**config.mk**
```make
export PLATFORM = sky130hd
export DESIGN_NAME = temperature_window_tracker_top
export DESIGN_NICKNAME = d
export VERILOG_FILES = /design/src/sv/twt_pkg.sv /design/src/sv/temperature_window_tracker_top.sv /design/src/sv/twt_window.sv /design/src/sv/twt_peak.sv
export SDC_FILE = /design/constraint.sdc
export NUM_CORES = 1
export LEC_CHECK = 0
export ABC_CLOCK_PERIOD_IN_PS = 7900
export BUFFER_PORTS_ARGS = -buffer_cell sky130_fd_sc_hd__buf_2
export CAP_MARGIN = 10
export CORE_ASPECT_RATIO = 0.8
export CORE_MARGIN = 10
export CORE_UTILIZATION = 35
export CTS_CLUSTER_SIZE = 25
export DETAILED_ROUTE_END_ITERATION = 12
export PLACE_DENSITY_LB_ADDON = 0.05
export SYNTH_ARGS = -nofsm -noshare
export SYNTH_HDL_FRONTEND = slang
export SYNTH_HIERARCHICAL = 1
export SYNTH_SLANG_ARGS = --single-unit
export TNS_END_PERCENT = 30
```
**constraint.sdc**
```tcl
create_clock -name clk -period 7.9 [get_ports clk]
set_input_delay 0.79 -clock clk [delete_from_list [all_inputs] [get_ports clk]]
set_output_delay 0.79 -clock clk [all_outputs]
set_load 0.01 [all_outputs]
```
**src/sv/twt_pkg.sv**
```systemverilog
// ============================================================================
// twt_pkg: temperature window tracker package
// Field widths, status codes, limits and the record passed between stages.
// ============================================================================
`default_nettype none

package twt_pkg;

    // Field widths
    localparam int STATUS_W = 3;
    localparam int RAW_W    = 16;
    localparam int TEMP_W   = 9;
    localparam int SUM_W    = 13;
    localparam int ERR_W    = 5;
    localparam int LIMIT_W  = 16;

    // Sample range and error saturation
    localparam logic [RAW_W-1:0]  TEMP_MAX = 16'd450;
    localparam logic [ERR_W-1:0]  ERR_SAT  = 5'd30;
    localparam logic [LIMIT_W-1:0] LIMIT_RESET = 16'hFFFF;

    // Status codes
    localparam logic [STATUS_W-1:0] STATUS_OK       = 3'd0;
    localparam logic [STATUS_W-1:0] STATUS_RESTART  = 3'd2;
    localparam logic [STATUS_W-1:0] STATUS_NO_DATA  = 3'd6;
    localparam logic [STATUS_W-1:0] STATUS_CHECKSUM = 3'd7;

    // Record from the window stage to the peak stage
    typedef struct packed {
        logic [SUM_W-1:0]    sum;
        logic                publish;
        logic                stored;
        logic                status_ok;
        logic                reference_valid;
        logic [STATUS_W-1:0] err_code;
        logic [ERR_W-1:0]    err_count;
    } mid_t;

endpackage

`default_nettype wire

```
**src/sv/temperature_window_tracker_top.sv**
```systemverilog
// ============================================================================
// temperature_window_tracker_top: windowed temperature average tracker
// Averages valid samples over a ring, tracks the peak average, raises
// attention against a configured limit and counts error statuses.
// ============================================================================
//
//  Channel  | Handshake            | Payload
//  ---------+----------------------+----------------------------------------
//  in       | in_valid / in_ready  | status, temperature, reference_valid
//  out      | out_valid / out_ready| average_temperature, peak_temperature,
//           |                      | attention, last_error, error_count
//  cfg      | cfg_write            | cfg_data (attention limit)
//
//  One beat per clock sustained while out_ready stays high; three register
//  stages (input register, ring/sum stage, reciprocal-multiply/peak stage)
//  lie between the edge that accepts an input beat and its result beat.
//  Reset clears the ring, sum, peak, counters and sets the limit to 0xFFFF.
//  Each stage loads whenever it is empty or its successor drains, so input
//  beats keep flowing into empty stages while a result waits on out_ready.
//
`default_nettype none

module temperature_window_tracker_top #(
    parameter int WINDOW = 10
) (
    input  wire logic                          clk,
    input  wire logic                          rst_n,
    input  wire logic                          cfg_write,
    input  wire logic [twt_pkg::LIMIT_W-1:0]   cfg_data,
    input  wire logic                          in_valid,
    output logic                               in_ready,
    input  wire logic [twt_pkg::STATUS_W-1:0]  status,
    input  wire logic signed [twt_pkg::RAW_W-1:0] temperature,
    input  wire logic                          reference_valid,
    output logic                               out_valid,
    input  wire logic                          out_ready,
    output logic [twt_pkg::TEMP_W-1:0]         average_temperature,
    output logic [twt_pkg::TEMP_W-1:0]         peak_temperature,
    output logic                               attention,
    output logic [twt_pkg::STATUS_W-1:0]       last_error,
    output logic [twt_pkg::ERR_W-1:0]          error_count
);
    import twt_pkg::*;

    logic                     in_valid_reg;
    logic [STATUS_W-1:0]      status_reg;
    logic signed [RAW_W-1:0]  temperature_reg;
    logic                     reference_valid_reg;
    logic                     up_free;
    logic                     down_free;
    logic                     mid_valid;
    mid_t                     mid;
    logic                     in_take;

    // Accept into the input register when it is empty or moving on
    assign in_ready = !in_valid_reg || up_free;
    assign in_take  = in_valid && in_ready;

    always_ff @(posedge clk or negedge rst_n)
    begin
        if (!rst_n)
        begin
            in_valid_reg <= 1'b0;
        end
        else if (in_take)
        begin
            in_valid_reg <= 1'b1;
        end
        else if (up_free)
        begin
            in_valid_reg <= 1'b0;
        end
    end

    // Capture the input beat
    always_ff @(posedge clk)
    begin
        if (in_take)
        begin
            status_reg          <= status;
            temperature_reg     <= temperature;
            reference_valid_reg <= reference_valid;
        end
    end

    twt_window #(
        .WINDOW (WINDOW)
    ) u_window (
        .clk             (clk),
        .rst_n           (rst_n),
        .item_valid      (in_valid_reg),
        .status          (status_reg),
        .temperature     (temperature_reg),
        .reference_valid (reference_valid_reg),
        .down_free       (down_free),
        .up_free         (up_free),
        .mid_valid       (mid_valid),
        .mid             (mid)
    );

    twt_peak #(
        .WINDOW (WINDOW)
    ) u_peak (
        .clk                 (clk),
        .rst_n               (rst_n),
        .cfg_write           (cfg_write),
        .cfg_data            (cfg_data),
        .mid_valid           (mid_valid),
        .mid                 (mid),
        .down_free           (down_free),
        .out_ready           (out_ready),
        .out_valid           (out_valid),
        .average_temperature (average_temperature),
        .peak_temperature    (peak_temperature),
        .attention           (attention),
        .last_error          (last_error),
        .error_count         (error_count)
    );

    // Error count never passes saturation
    a_err_sat: assert property (@(posedge clk) disable iff (!rst_n)
        out_valid |-> (error_count <= ERR_SAT))
        else $error("error count above saturation");

    // Peak always covers the published average
    a_peak_ge_avg: assert property (@(posedge clk) disable iff (!rst_n)
        out_valid |-> (peak_temperature >= average_temperature))
        else $error("peak below average");

    // An empty result register never blocks the input
    a_no_false_stall: assert property (@(posedge clk) disable iff (!rst_n)
        !out_valid |-> in_ready)
        else $error("input stalled with empty result register");

    // Peak never falls
    a_peak_monotonic: assert property (@(posedge clk) disable iff (!rst_n)
        $past(rst_n) |-> (peak_temperature >= $past(peak_temperature)))
        else $error("peak decreased");

endmodule

`default_nettype wire

```
**src/sv/twt_window.sv**
```systemverilog
// ============================================================================
// twt_window: sample ring and error bookkeeping stage
// Stores valid samples in the ring, keeps the running sum and write slot,
// counts error statuses and registers the record for the peak stage.
// ============================================================================
`default_nettype none

module twt_window #(
    parameter int WINDOW = 10
) (
    input  wire logic                          clk,
    input  wire logic                          rst_n,
    input  wire logic                          item_valid,
    input  wire logic [twt_pkg::STATUS_W-1:0]  status,
    input  wire logic signed [twt_pkg::RAW_W-1:0] temperature,
    input  wire logic                          reference_valid,
    input  wire logic                          down_free,
    output logic                               up_free,
    output logic                               mid_valid,
    output twt_pkg::mid_t                      mid
);
    import twt_pkg::*;

    localparam int SLOT_W = $clog2(WINDOW);
    localparam logic [SLOT_W-1:0] LAST_SLOT = SLOT_W'(WINDOW - 1);

    logic [TEMP_W-1:0]   ring_reg [WINDOW];
    logic [SUM_W-1:0]    sum_reg;
    logic [SUM_W-1:0]    sum_next;
    logic [SLOT_W-1:0]   slot_reg;
    logic [SLOT_W-1:0]   slot_next;
    logic                published_reg;
    logic [STATUS_W-1:0] err_code_reg;
    logic [STATUS_W-1:0] err_code_next;
    logic [ERR_W-1:0]    err_cnt_reg;
    logic [ERR_W-1:0]    err_cnt_next;
    logic                mid_valid_reg;
    mid_t                mid_reg;
    mid_t                mid_next;

    logic                move;
    logic                in_range;
    logic                stored;
    logic                counted;
    logic                wrap;
    logic [TEMP_W-1:0]   old_sample;
    logic [TEMP_W-1:0]   new_sample;

    // Advance when the record register is empty or being drained
    assign up_free = !mid_valid_reg || down_free;
    assign move    = item_valid && up_free;

    // Classify the beat
    always_comb
    begin
        in_range   = !temperature[RAW_W-1] && (temperature != '0)
                     && (unsigned'(temperature) <= TEMP_MAX);
        stored     = move && (status == STATUS_OK) && in_range;
        counted    = status inside {STATUS_RESTART, STATUS_NO_DATA, STATUS_CHECKSUM};
        wrap       = (slot_reg == LAST_SLOT);
        old_sample = ring_reg[slot_reg];
        new_sample = temperature[TEMP_W-1:0];
    end

    // Running sum, slot and error counter updates
    always_comb
    begin
        sum_next      = sum_reg;
        slot_next     = slot_reg;
        err_code_next = err_code_reg;
        err_cnt_next  = err_cnt_reg;
        if (stored)
        begin
            sum_next  = sum_reg - SUM_W'(old_sample) + SUM_W'(new_sample);
            slot_next = wrap ? '0 : slot_reg + 1'b1;
        end
        if (move && counted)
        begin
            err_code_next = status;
            if (err_cnt_reg < ERR_SAT)
            begin
                err_cnt_next = err_cnt_reg + 1'b1;
            end
        end
    end

    // Build the record for the peak stage
    always_comb
    begin
        mid_next.sum             = sum_next;
        mid_next.publish         = wrap || published_reg;
        mid_next.stored          = stored;
        mid_next.status_ok       = (status == STATUS_OK);
        mid_next.reference_valid = reference_valid;
        mid_next.err_code        = err_code_next;
        mid_next.err_count       = err_cnt_next;
    end

    // Hold ring and bookkeeping state
    always_ff @(posedge clk or negedge rst_n)
    begin
        if (!rst_n)
        begin
            for (int i = 0; i < WINDOW; i++)
            begin
                ring_reg[i] <= '0;
            end
            sum_reg       <= '0;
            slot_reg      <= '0;
            published_reg <= 1'b0;
            err_code_reg  <= '0;
            err_cnt_reg   <= '0;
            mid_valid_reg <= 1'b0;
        end
        else
        begin
            if (stored)
            begin
                ring_reg[slot_reg] <= new_sample;
                if (wrap)
                begin
                    published_reg <= 1'b1;
                end
            end
            sum_reg      <= sum_next;
            slot_reg     <= slot_next;
            err_code_reg <= err_code_next;
            err_cnt_reg  <= err_cnt_next;
            if (move)
            begin
                mid_valid_reg <= 1'b1;
            end
            else if (down_free)
            begin
                mid_valid_reg <= 1'b0;
            end
        end
    end

    // Record payload needs no reset
    always_ff @(posedge clk)
    begin
        if (move)
        begin
            mid_reg <= mid_next;
        end
    end

    assign mid_valid = mid_valid_reg;
    assign mid       = mid_reg;

endmodule

`default_nettype wire

```
**src/sv/twt_peak.sv**
```systemverilog
// ============================================================================
// twt_peak: average, peak and attention stage
// Divides the window sum by the window length through a reciprocal multiply,
// tracks the peak average, evaluates attention and holds the result beat.
// ============================================================================
`default_nettype none

module twt_peak #(
    parameter int WINDOW = 10
) (
    input  wire logic                          clk,
    input  wire logic                          rst_n,
    input  wire logic                          cfg_write,
    input  wire logic [twt_pkg::LIMIT_W-1:0]   cfg_data,
    input  wire logic                          mid_valid,
    input  wire twt_pkg::mid_t                 mid,
    output logic                               down_free,
    input  wire logic                          out_ready,
    output logic                               out_valid,
    output logic [twt_pkg::TEMP_W-1:0]         average_temperature,
    output logic [twt_pkg::TEMP_W-1:0]         peak_temperature,
    output logic                               attention,
    output logic [twt_pkg::STATUS_W-1:0]       last_error,
    output logic [twt_pkg::ERR_W-1:0]          error_count
);
    import twt_pkg::*;

    // floor(x / WINDOW) == (x * RECIP) >> SHIFT for every SUM_W-bit x
    localparam int SHIFT  = SUM_W + $clog2(WINDOW);
    localparam longint unsigned RECIP_FULL =
        ((64'd1 << SHIFT) + WINDOW - 1) / WINDOW;
    localparam int RECIP_W = SUM_W + 1;
    localparam int PROD_W  = SUM_W + RECIP_W;
    localparam logic [RECIP_W-1:0] RECIP = RECIP_FULL[RECIP_W-1:0];

    logic [LIMIT_W-1:0]  limit_reg;
    logic                out_valid_reg;
    logic [TEMP_W-1:0]   average_reg;
    logic [TEMP_W-1:0]   average_next;
    logic [TEMP_W-1:0]   peak_reg;
    logic [TEMP_W-1:0]   peak_next;
    logic                attention_reg;
    logic                attention_next;
    logic [STATUS_W-1:0] last_error_reg;
    logic [ERR_W-1:0]    error_count_reg;

    logic                move;
    logic [PROD_W-1:0]   product;
    logic [TEMP_W-1:0]   quotient;

    assign down_free = !out_valid_reg || out_ready;
    assign move      = mid_valid && down_free;

    // Divide the sum by the window length
    assign product  = PROD_W'(mid.sum) * PROD_W'(RECIP);
    assign quotient = product[SHIFT +: TEMP_W];

    // Update average, peak and attention
    always_comb
    begin
        average_next   = average_reg;
        peak_next      = peak_reg;
        attention_next = attention_reg;
        if (mid.stored && mid.publish)
        begin
            average_next = quotient;
            if (quotient > peak_reg)
            begin
                peak_next = quotient;
            end
        end
        if (mid.status_ok)
        begin
            attention_next = mid.reference_valid
                             && (LIMIT_W'(peak_next) >= limit_reg);
        end
    end

    // Hold the limit, the tracking state and the result beat
    always_ff @(posedge clk or negedge rst_n)
    begin
        if (!rst_n)
        begin
            limit_reg       <= LIMIT_RESET;
            out_valid_reg   <= 1'b0;
            average_reg     <= '0;
            peak_reg        <= '0;
            attention_reg   <= 1'b0;
            last_error_reg  <= '0;
            error_count_reg <= '0;
        end
        else
        begin
            if (cfg_write)
            begin
                limit_reg <= cfg_data;
            end
            if (move)
            begin
                out_valid_reg   <= 1'b1;
                average_reg     <= average_next;
                peak_reg        <= peak_next;
                attention_reg   <= attention_next;
                last_error_reg  <= mid.err_code;
                error_count_reg <= mid.err_count;
            end
            else if (out_ready)
            begin
                out_valid_reg <= 1'b0;
            end
        end
    end

    assign out_valid           = out_valid_reg;
    assign average_temperature = average_reg;
    assign peak_temperature    = peak_reg;
    assign attention           = attention_reg;
    assign last_error          = last_error_reg;
    assign error_count         = error_count_reg;

endmodule

`default_nettype wire
```
=== Word-level counts from Yosys, hierarchy flattened ===
Cells that the tools add are included.
Widths: inputs -> output; s select.

* Register bits: 207
* Logic and storage cells: 97
* Output and inout bits: 29

* Reductions and logical operators: 28
* Bitwise gates (word level): 1
* Multiplexer cells: 19
* Equal/unequal tests: 4
* $add $sub $neg: 4
* Multipliers: 1
* Order comparisons: 6

{| class="wikitable"
|+ Operators with widths
! operator !! count
|-
| $bwmux 90 || 1
|-
| $mux 9 || 5
|-
| $bmux 9 s4 || 1
|-
| $demux 9 s4 || 1
|-
| $mul 13x12->24 const B || 1
|-
| $ge 9x16->1 || 1
|-
| $le 16x9->1 const B || 1
|-
| $reduce_bool 16->1 || 1
|-
| $add 13x9->13 || 1
|-
| $mux 13 || 1
|-
| $sub 13x9->13 || 1
|-
| $logic_and 1x1->1 || 11
|-
| $mux 5 || 2
|-
| $gt 9x9->1 || 1
|-
| $eq 3x3->1 const B || 2
|-
| $mux 1 || 6
|-
| $reduce_and 2->1 || 3
|-
| $reduce_bool 2->1 || 3
|-
| $add 5x1->5 const B || 1
|-
| $ge 5x5->1 const B || 1
|-
| $lt 5x1->1 const B || 1
|-
| $lt 5x5->1 const B || 1
|-
| $not 4->5 || 1
|-
| $add 4x1->4 const B || 1
|-
| other kinds (8) || 14
|}

=== Logic depth before layout (Yosys ltp) ===
Gate-level depths: netlist of the first run.

* Depth after elaboration: 7
* Mapped depth: 29

=== By module ===
Netlist of the first run, hierarchy kept.

{| class="wikitable"
|+ By module, submodules not included
! module !! instances !! area each (µm²) !! cells each
|-
| twt_window || 1 || 6,673.9 || 548
|-
| twt_peak || 1 || 5,157.4 || 523
|-
| temperature_window_tracker_top || 1 || 654.4 || 24
|}

=== Least setup slack after synthesis of the first run ===
Ideal clock, no wire load.

* Path kind: register to register
* Start point: reg u_window.mid_reg (netlist bit u_window/mid[16])
* End point: reg u_peak.attention_reg (netlist: u_peak/attention)
* Buffers on the path: 0
* Period minus slack after synthesis: 6.924 ns
* Path slack: 0.976 ns
* Arrival time: 6.794 ns
* Required time: 7.770 ns
* Cell stages (with the launch flop): 27
* Cell sequence: edfxtp_1 -> ha_1 -> inv_1 -> fa_1 -> fa_1 -> inv_1 -> fa_1 -> inv_1 -> fa_1 -> inv_1 -> ha_1 -> a21o_1 -> a31o_2 -> nor4_1 -> nor2_1 -> ha_1 -> nand2_1 -> o31ai_2 -> nand3_1 -> nor3_1 -> mux2_2 -> ha_1 -> a21o_1 -> a21o_1 -> a21oi_1 -> o21a_1 -> o21ai_0

* Cells in the longest elaborated chain, start to end: 6

{| class="wikitable"
|+ Ends and longest elaborated chain
! element !! line !! source
|-
| start, declared || twt_window.sv:38 || <nowiki>mid_t mid_reg;</nowiki>
|-
| start signal, assigned || twt_window.sv:145 || <nowiki>mid_reg <= mid_next;</nowiki>
|-
| $mul 13x12->24 || twt_peak.sv:55 || <nowiki>assign product = PROD_W'(mid.sum) * PROD_W'(RECIP);</nowiki>
|-
| via u_peak.product[24] || twt_peak.sv:48 || <nowiki>logic [PROD_W-1:0] product;</nowiki>
|-
| $gt 9x9->1 || twt_peak.sv:67 || <nowiki>if (quotient > peak_reg)</nowiki>
|-
| $mux 9 || twt_peak.sv:67 ||
|-
| $mux 9 || twt_peak.sv:64 || <nowiki>if (mid.stored && mid.publish)</nowiki>
|-
| via u_peak.peak_next[1] || twt_peak.sv:41 || <nowiki>logic [TEMP_W-1:0] peak_next;</nowiki>
|-
| $ge 9x16->1 || twt_peak.sv:75 || <nowiki>&& (LIMIT_W'(peak_next) >= limit_reg);</nowiki>
|-
| $logic_and 1x1->1 || twt_peak.sv:75 ||
|-
| end signal, assigned || twt_peak.sv:103 || <nowiki>attention_reg <= attention_next;</nowiki>
|-
| end, declared || twt_peak.sv:42 || <nowiki>logic attention_reg;</nowiki>
|}

The timed path passes the listed nets, and every way through them passes these cells.
A chain may end at the register's enable or synchronous reset.

=== Worst setup path after layout of the first run ===
* Start point: reg u_window.mid_reg (netlist bit u_window/mid[19])
* End point: reg u_peak.attention_reg (netlist: u_peak/attention)

* Cells in the longest elaborated chain, start to end: 6

{| class="wikitable"
|+ Ends and longest elaborated chain
! element !! line
|-
| $mul 13x12->24 * || twt_peak.sv:55
|-
| via u_peak.product[24] || twt_peak.sv:48
|-
| $gt 9x9->1 || twt_peak.sv:67
|-
| $mux 9 * || twt_peak.sv:67
|-
| $mux 9 * || twt_peak.sv:64
|-
| via u_peak.peak_next[7] || twt_peak.sv:41
|-
| $ge 9x16->1 * || twt_peak.sv:75
|-
| $logic_and 1x1->1 * || twt_peak.sv:75
|}

Mark *: on every way through the listed nets, which the timed path passes. The rest lies on a longest branch.

==> out/results.ini, run 1 <==
[die]
dieArea_mm2 = 0.0437
die_x_um = 231
io_pins = 70
coreArea_mm2 = 0.0350
die_h_um = 189
initial_utilization = 0.357
row_count = 61

[place]
io_buffers = 69
gp_congestion = 0.800
dpl_worst_slack_ns = 0.324
hpwl_um = 21600

[routing]
detail-route-antenna-nets = 0
vias = 8024
via_per_inst = 4.83
wl_um = 28700
first_pass_iters = 5
wl_per_cell_um = 17.3
drt_iter0_markers = 498
drc_errors = 0

[grt]
antenna_found_initial = 0
grt_max_degree = 97
grt.total_usage = 0.134
grt-ovfl-total = 0
grt_pass1_vias = 8331
grt_pass1_wl_um = 47400

[logic_synthesis]
yosysUniqueCellTypes = 67
ys_warn_count = 6
synth_edf_count = 45
syn-cell-area_mm2 = 0.0125
synthesis.nets = 1306
ys_seq_area_frac = 0.435
async_flop_share = 0.783
synth-main-ff-cell = dfrtp_1
synthCells = 1095
synth_area_per_cell_um2 = 11.4
ys_ff_latch = 207

[clock_tree]
clock_latency_ns = 0.55
htree_levels = 1
clkSinkCount = 207
clockBufferDepth = 3
post_cts_buffers = 0
path_clk_slew_ns = 0.06
cts_buffers = 24
cts_resized = 0
root_buffer = clkbuf_16
cts_tree = yes
hold_buffers = 0

[worst_setup_path]
ff2ff_path_depth = 27
cp-end-kind = flip-flop
crit_type = reg -> reg
arrival_ns = 7.68
crit_buf_inv = 4
cp-start-kind = flip-flop
cp.depth = 27
cp.required_ns = 8.30
path_max_fanout = 8
cpMaxStageDelayCell = fa_1
crit_family = adder cells
cpPeakStageDelay_ns = 0.54

[timing]
period_minus_slack_ns = 7.27
finClkSkew_ns = 0.0200
finalHoldViolations = 0
setup_viol = 0
finalCritPeriodShare = 0.921
final_max_slew_viol_count = 0
setup-tns-final_ns = 0
worst_pin_slew_ns = 0.932
slew_headroom = 0.379
layout_setup_ws_ns = 0.628
max_freq_ghz = 0.138
rsz0062_at_grt = no

[run_status]
status = completed

[final_layout]
largest_reg_flops = 90
area_growth_syn_to_layout_pct = 14.0
drive_gt1_frac = 0.210
nets = 1381

[run]
cap_violations = 0

[power_and_ir_drop]
p_leak_nw = 6.66
max-vdd-ir-drop_mv = 0.223
p_per_area_mw_per_mm2 = 317

[worst_hold_path]
hp-class = in -> async

==> power by group <==
group | total (W) | switching [W] | leakage (nW) | internal [W]
combinational | 0.00205 | 0.00124 | 3.69 | 0.000811
clock | 0.00116 | 0.000464 | 0.415 | 0.000697
sequential | 0.00130 | 0.0000877 | 2.55 | 0.00121
total | 0.00451 | 0.00179 | 6.66 | 0.00272
==> layout make-up <==
class | instances | area, um^2
inverters | 153 | 574
well taps | 472 | 591
clock inverters | 12 | 144
fillers | 3446 | 20700
clock buffers | 32 | 703
repair buffers | 77 | 412
diodes | 1 | 2.50
multi-input cells | 707 | 6390
flip-flops and latches | 207 | 5430
==> cell usage after synthesis (11+ instances only) <==
cell	instances	area, um^2
nand2_1	101	379
mux2i_1	12	120
a31oi_1	11	68.8
nor2_1	26	97.6
nor3_1	13	65.1
a22oi_1	11	82.6
edfxtp_1	45	1350
inv_1	153	574
dfrtp_1	146	3650
nand3_1	18	90.1
fa_1	51	1020
ha_1	119	1490
clkbuf_1	21	78.8
a21oi_1	24	120
mux2_2	76	856
xor2_1	11	96.3
mux4_2	18	405
dfstp_2	16	420
o21ai_0	87	435
a21o_1	12	90.1
==> path summary, 6_finish.rpt <==
path	from	to	slack [ns]
worst max-delay path	u_window/mid[19]	u_peak/attention	0.63
worst min-delay path	rst_n	u_window/err_cnt_reg[1]	0.32
worst max register to register	u_window/mid[19]	u_peak/attention	0.63
worst min register to register	reference_valid_reg	u_window/mid[8]	0.42
max in group asynchronous	rst_n	u_peak/average_temperature[2]	6.13
min in group clk	temperature[3]	temperature_reg[3]	0.42
==> placed cells by master, fill, tap and decap left out, drive strengths merged, types with 8 or more instances in the layout <==
master  instances
a21o           12
a21oi          24
a22oi          11
a31oi          11
buf            77
clkbuf         32
clkinv          9
dfrtp         146
dfstp          16
edfxtp         45
fa             51
ha            119
inv           153
mux2           79
mux2i          12
mux4           18
nand2         101
nand2b         12
nand3          19
nor2           26
nor3           15
nor4           10
o21ai          88
o31ai          11
xnor2           8
xor2           11
==> stage by stage <==
step | hold slack [ns] | total power (W) | instance area [um^2] | instances | util
after floorplan | 0.400 | 0.00277 | 12500 | 1095 | -
after global placement | 0.408 | 0.00339 | 13400 | 1616 | 0.383
after detailed placement | 0.406 | 0.00338 | 13400 | 1616 | 0.383
after CTS | 0.382 | 0.00458 | 14200 | 1660 | 0.407
after global routing | 0.393 | 0.00494 | 14200 | 1660 | 0.407
final | 0.318 | 0.00451 | 14200 | 1661 | 0.407
==> worst register-to-register path: stages (launching register included) <==
cell and delay, ns:
edfxtp_1 0.52, ha_1 0.38, inv_1 0.07, fa_1 0.53
inv_1 0.05, fa_1 0.51, fa_1 0.54, inv_1 0.05
fa_1 0.53, inv_1 0.04, ha_1 0.30, nand4_1 0.13
a21oi_1 0.18, o211ai_1 0.22, a21o_1 0.25, o211ai_1 0.31
nor2_1 0.08, ha_1 0.28, nand2_1 0.07, o31ai_2 0.31
nand3_1 0.17, or3_1 0.47, o31ai_1 0.37, ha_1 0.29
o21ai_0 0.14, a21oi_1 0.11, a22oi_1 0.14, o21ai_0 0.10
==> cells by family after synthesis <==
| kind of cell | after synthesis | synth area share |
|---|---|---|
| xor+xnor | 19 | 0.0133 |
| simple gates | 219 | 0.0891 |
| mux | 109 | 0.114 |
| flops | 207 | 0.435 |
| compound gates | 190 | 0.0930 |
| fa+ha+maj | 170 | 0.201 |
| buf+inv | 181 | 0.0551 |
==> metal layers <==
metal,track usage,wire length [um]
met1,0.203,15100
met2,0.198,12300
met3,0.0199,889
met4,0.0303,453
met5,0,0
No activity file was read; power rests on OpenSTA's default activity.
==> run 2, diff against run 1 <==
--- a/config.mk
+++ b/config.mk
@@ -10,7 +10,7 @@
 export CAP_MARGIN = 10
 export CORE_ASPECT_RATIO = 0.8
 export CORE_MARGIN = 10
-export CORE_UTILIZATION = 35
+export CORE_UTILIZATION = 55
 export CTS_CLUSTER_SIZE = 25
 export DETAILED_ROUTE_END_ITERATION = 12
 export PLACE_DENSITY_LB_ADDON = 0.05
==> run 2 against run 1 <==
  * Hold slack got worse by 0.039 ns
  * Via count increased by 0.93%
  * Sequential cell count unchanged
  * Maximum frequency decreased by 1.8%
  * Sequential power about the same
  * Highest routed layer unchanged
==> out/results.ini, run 2 (synthesis results as in run 1) <==
[clock_tree]
hold_buffers = 0  ; unchanged
clockBufferDepth = 3  ; unchanged
post_cts_buffers = 0  ; unchanged
clkSinkCount = 207  ; unchanged
clock_latency_ns = 0.53  ; -0.02 ns
path_clk_slew_ns = 0.06  ; about the same
cts_tree = yes
root_buffer = clkbuf_16
htree_levels = 1  ; unchanged
cts_buffers = 23  ; -4.2%
cts_resized = 0  ; unchanged

[grt]
met3_usage = 0.0272  ; +0.00732
use_met1 = 0.253  ; +0.0507
antenna_found_initial = 0  ; unchanged
grt_max_degree = 85  ; -12%
busiest_layer = met2
grt.total_usage = 0.182  ; +0.0472
grt_pass1_vias = 8478  ; +1.8%
grt_pass1_wl_um = 44000  ; -7.1%
grt-ovfl-total = 0  ; unchanged
met2_usage = 0.297  ; +0.0992

[timing]
worst_pin_slew_ns = 1.08  ; +0.149 ns
slew_headroom = 0.280  ; -0.0992
setup-tns-final_ns = 0  ; unchanged
rsz0062_at_grt = no
max_freq_ghz = 0.135  ; -1.8%
finalCritPeriodShare = 0.937  ; +0.0169
finalHoldViolations = 0  ; unchanged
finClkSkew_ns = 0.0219  ; +0.00191 ns
period_minus_slack_ns = 7.41  ; +0.134 ns
setup_viol = 0  ; unchanged
final_max_slew_viol_count = 0  ; unchanged

[final_layout]
nets = 1378  ; -0.22%
fill_cells = 1855  ; -46%
drive_gt1_frac = 0.208  ; -0.00165
final_cells = 1489  ; -10%
largest_reg_flops = 90  ; unchanged
antennaDiodeCount = 0  ; -1
final_cell_mix = 153 x inv_1, 146 x dfrtp_1, 119 x ha_1, 101 x nand2_1, 86 x o21ai_0
area_growth_syn_to_layout_pct = 11.8
final_common_cell = inv_1
fin_area_mm2 = 0.0140  ; -2.0%

[worst_hold_path]
hp-class = in -> async

[routing]
wl_per_cell_um = 17.5  ; +1.0%
vias = 8099  ; +0.93%
first_pass_iters = 5  ; unchanged
drt_iter0_markers = 433  ; -13%
wl_um = 26000  ; -9.5%
drc_errors = 0  ; unchanged
via_per_inst = 5.44  ; +13%
detail-route-antenna-nets = 0  ; unchanged

[power_and_ir_drop]
p_per_area_mw_per_mm2 = 316  ; -0.13%
p_leak_nw = 6.62  ; -0.53%
max-vdd-ir-drop_mv = 0.250  ; +12%
power_w = 0.00442  ; -2.1%

[place]
placed_area_mm2 = 0.0132  ; -1.7%
gp_congestion = 0.881  ; +10%
dp.cells = 1448  ; -10%
hpwl_um = 19500  ; -9.8%
io_buffers = 69  ; unchanged

[die]
die_h_um = 155  ; -18%
row_count = 49  ; -20%
die_x_um = 188  ; -18%
coreArea_mm2 = 0.0224  ; -36%
io_pins = 70  ; unchanged
initial_utilization = 0.558  ; +0.201
dieArea_mm2 = 0.0292  ; -33%

[worst_setup_path]
cp-end-kind = flip-flop
ff2ff_setup_slack_ns = 0.49  ; -0.13 ns
cp-start-kind = flip-flop
path_max_fanout = 8  ; unchanged
ff2ff_path_depth = 27  ; unchanged
r2r_end = u_peak/attention
arrival_ns = 7.80  ; +0.12 ns
crit_type = reg -> reg
worstReg2RegStart = u_window/mid[19]
cp.required_ns = 8.29  ; about the same

[run]
cap_violations = 0  ; unchanged

[run_status]
status = completed

## run 2: where the power goes
| group | total [W] | internal (W) | switching [W] |
|---|---|---|---|
| logic | 0.00203 | 0.000805 | 0.00122 |
| clock network | 0.00110 | 0.000653 | 0.000442 |
| registers | 0.00129 | 0.00121 | 0.0000814 |
| total | 0.00442 | 0.00267 | 0.00175 |
## run 2: layout make-up
type | count | area [um^2] | area share
clock buffer | 30 | 653 | 0.0468
clock inverter | 11 | 128 | 0.00915
inverter | 153 | 574 | 0.0412
multi-input combinational | 707 | 6390 | 0.458
sequential | 207 | 5430 | 0.389
tap | 306 | 383 | 0.0274
timing repair buffer | 75 | 397 | 0.0284
## run 2: worst max path at each step
| stage | start | depth (start not counted) | end |
|---|---|---|---|
| 2_1_floorplan | u_window/mid[16] | 26 | u_peak/attention |
| 3_3_place_gp | u_window/mid[19] | 28 | u_peak/attention |
| 3_5_place_dp | u_window/mid[19] | 29 | u_peak/attention |
| 4_1_cts | u_window/mid[19] | 29 | u_peak/attention |
| 5_1_grt | u_window/mid[19] | 27 | u_peak/attention |
| 6_report | u_window/mid[19] | 27 | u_peak/attention |
## run 2: critical path: stages, from the launching register on
cell and delay, ns:
edfxtp_1 0.49, ha_1 0.37, inv_1 0.08, fa_1 0.53, inv_1 0.06, fa_1 0.51, fa_1 0.55, inv_1 0.05
fa_1 0.53, inv_1 0.04, ha_1 0.30, nand4_1 0.12, a21oi_1 0.18, o211ai_1 0.22, a21o_1 0.25, o211ai_1 0.35
nor2_1 0.08, ha_1 0.28, nand2_1 0.07, o31ai_2 0.30, nand3_1 0.18, or3_1 0.48, o31ai_1 0.42, ha_1 0.30
o21ai_0 0.16, a21oi_1 0.11, a22oi_1 0.16, o21ai_0 0.11
## run 2: metrics by stage
stage	util	setup slack [ns]	hold WS, ns
after floorplan	-	0.976	0.400
after global placement	0.588	0.530	0.402
after detailed placement	0.588	0.221	0.432
after CTS	0.623	0.197	0.306
after global routing	0.624	0.0280	0.326
final	0.624	0.494	0.279
## run 2: metal layers
metal | wire (um) | up-vias
met4 | 443 | 0
met5 | 0 | -
met1 | 12500 | 3998
li1 | - | 3956
met2 | 12200 | 112
met3 | 832 | 33
==> run 3, diff against run 2 <==
--- a/config.mk
+++ b/config.mk
@@ -5,7 +5,7 @@
 export SDC_FILE = /design/constraint.sdc
 export NUM_CORES = 1
 export LEC_CHECK = 0
-export ABC_CLOCK_PERIOD_IN_PS = 7900
+export ABC_CLOCK_PERIOD_IN_PS = 9150
 export BUFFER_PORTS_ARGS = -buffer_cell sky130_fd_sc_hd__buf_2
 export CAP_MARGIN = 10
 export CORE_ASPECT_RATIO = 0.8
@@ -14,6 +14,7 @@
 export CTS_CLUSTER_SIZE = 25
 export DETAILED_ROUTE_END_ITERATION = 12
 export PLACE_DENSITY_LB_ADDON = 0.05
+export SLEW_MARGIN = 0
 export SYNTH_ARGS = -nofsm -noshare
 export SYNTH_HDL_FRONTEND = slang
 export SYNTH_HIERARCHICAL = 1
==> constraint.sdc (replaced) <==
create_clock -name clk -period 9.15 [get_ports clk]
set_input_delay 0.915 -clock clk [delete_from_list [all_inputs] [get_ports clk]]
set_output_delay 0.915 -clock clk [all_outputs]
set_load 0.01 [all_outputs]
==> run 3 against run 2 <==
  * Count of clock-buffer cells in the layout increased by 1
  * Sequential cell count unchanged
  * Clock skew grew 0.0056 ns
  * Utilization is 0.49 points lower
  * Total power fell by 17%
  * Cell count unchanged
  * Sequential share of layout area up 0.31 points
  * Maximum frequency fell by 3.2%
  * Largest cell class unchanged
==> out/results.ini, run 3 (synthesis results as in run 1) <==
[power_and_ir_drop]
p_int_w = 0.00221  ; -17%
power_frac_clock = 0.227  ; -0.021
p_leak_nw = 6.55  ; -1.0%
p_sw_w = 0.00146  ; -16%
p_per_area_mw_per_mm2 = 265  ; -16%
p_seq_frac = 0.303  ; +0.010
switching_share = 0.398  ; +0.00290
max-vdd-ir-drop_mv = 0.200  ; -20%
p_comb_frac = 0.469  ; +0.010

[worst_setup_path]
crit_family = adder cells
path_max_fanout = 5  ; -3
ff2ff_path_depth = 28  ; +3.7%
cpMaxStageDelayCell = nor4_1
worstReg2RegStart = u_window/mid[19]
crit_buf_inv = 4  ; unchanged
crit_start = u_window/mid[19]
arrival_ns = 8.03  ; +0.23 ns
cp-start-kind = flip-flop
cp-end-kind = flip-flop
r2r_end = u_peak/attention
crit_type = reg -> reg
cpPeakStageDelay_ns = 0.55  ; about the same
cp.required_ns = 9.53  ; +1.24 ns
ff2ff_setup_slack_ns = 1.50  ; +1.01 ns
crit_end = u_peak/attention
cp.depth = 28  ; +3.7%

[timing]
max_freq_ghz = 0.131  ; -3.2%
finalHoldViolations = 0  ; unchanged
period_minus_slack_ns = 7.65  ; +0.244 ns
final_max_slew_viol_count = 0  ; unchanged
finClkSkew_ns = 0.0274  ; +0.00557 ns
rsz0062_at_grt = no
finalCritPeriodShare = 0.836  ; -0.101
slew_headroom = 0.336  ; +0.0562
setup-tns-final_ns = 0  ; unchanged
setup_viol = 0  ; unchanged
holdWs_ns = 0.433  ; +0.154 ns
worst_pin_slew_ns = 0.996  ; -0.0843 ns

[clock_tree]
post_cts_buffers = 0  ; unchanged
htree_levels = 1  ; unchanged
clock_latency_ns = 0.53  ; about the same
hold_buffers = 0  ; unchanged
cts_buffers = 22  ; -4.3%
clockBufferDepth = 3  ; unchanged
root_buffer = clkbuf_16
cts_resized = 0  ; unchanged
clkSinkCount = 207  ; unchanged
path_clk_slew_ns = 0.06  ; about the same
cts_tree = yes

[grt]
grt_max_degree = 92  ; +8.2%
grt_pass1_vias = 8308  ; -2.0%
grt_pass1_wl_um = 42800  ; -2.8%
grt.total_usage = 0.177  ; -0.00508
antenna_found_initial = 0  ; unchanged
grt-ovfl-total = 0  ; unchanged

[die]
die_h_um = 155  ; unchanged
row_count = 49  ; unchanged
die_x_um = 188  ; unchanged
coreArea_mm2 = 0.0224  ; unchanged
io_pins = 70  ; unchanged
initial_utilization = 0.558  ; unchanged
dieArea_mm2 = 0.0292  ; unchanged

[final_layout]
final_cell_mix = 153 x inv_1, 146 x dfrtp_1, 119 x ha_1, 101 x nand2_1, 87 x o21ai_0
drive_gt1_frac = 0.198  ; -0.0101
largest_reg_flops = 90  ; unchanged
final_cells = 1489  ; unchanged
final_common_cell = inv_1
area_growth_syn_to_layout_pct = 10.9
nets = 1378  ; unchanged
antennaDiodeCount = 0  ; unchanged
fin_area_mm2 = 0.0138  ; -0.78%

[place]
dp.cells = 1449  ; +0.069%
placed_area_mm2 = 0.0132  ; about the same
gp_congestion = 0.896  ; +1.8%
hpwl_um = 19100  ; -2.1%
io_buffers = 69  ; unchanged

[run]
cap_violations = 0  ; unchanged

[routing]
via_per_inst = 5.38  ; -1.0%
wl_per_cell_um = 17.0  ; -2.8%
detail-route-antenna-nets = 0  ; unchanged
drc_errors = 0  ; unchanged
first_pass_iters = 5  ; unchanged
vias = 8017  ; -1.0%
wl_um = 25300  ; -2.8%
drt_iter0_markers = 382  ; -12%

[worst_hold_path]
hp-class = reg -> reg

[run_status]
status = completed

## run 3: cell count changes in the layout (fill, tap and decap cells not counted), moves of 2 or more
cell | before | now
clkbuf_1 | 3 | 9
clkbuf_8 | 3 | 0
clkinv_1 | 0 | 3
clkinv_2 | 5 | 2
clkbuf_16 | 24 | 22
nor3_1 | 11 | 13
nor3_2 | 3 | 1
## run 3: power groups by stage
stage	logic [W]	clock network [W]	registers, W
global route	0.00199	0.000900	0.00113
finish	0.00173	0.000836	0.00111
detailed placement	0.00172	0	0.00113
floorplan	0.00126	0	0.00114
global placement	0.00171	0	0.00113
CTS	0.00174	0.000861	0.00112
## run 3: final cells by class
type                            count  area [um^2]
Clock buffer                       31          584
Clock inverter                      9         96.3
Fill cell                        1815         8530
Inverter                          153          574
Multi-Input combinational cell    707         6380
Sequential cell                   207         5430
Tap cell                          306          383
Timing Repair Buffer               76          404
## run 3: routing by layer
layer / part of all wire / up-vias / GRT usage
li1: - / 3951 / -
met1: 0.49 / 3909 / 0.249
met2: 0.47 / 129 / 0.287
met3: 0.031 / 28 / 0.0229
met4: 0.018 / 0 / 0.0366
met5: 0 / - / 0
## run 3: stage by stage
stage	total power, W	utilization	worst slack (ns)
global route	0.00401	0.619	0.928
detailed placement	0.00285	0.588	1.54
global placement	0.00284	0.588	1.73
finish	0.00368	0.619	1.50
floorplan	0.00239	-	2.23
CTS	0.00371	0.619	1.47
## run 3: how the worst min path moves through the flow
stage | from | to | slack, ns | cells past startpoint
floorplan | reference_valid_reg | u_window/mid[8] | 0.40 | 0
global placement | reference_valid_reg | u_window/mid[8] | 0.41 | 0
detailed placement | reference_valid_reg | u_window/mid[8] | 0.42 | 0
CTS | reference_valid_reg | u_window/mid[8] | 0.44 | 0
global route | reference_valid_reg | u_window/mid[8] | 0.45 | 0
finish | reference_valid_reg | u_window/mid[8] | 0.43 | 0
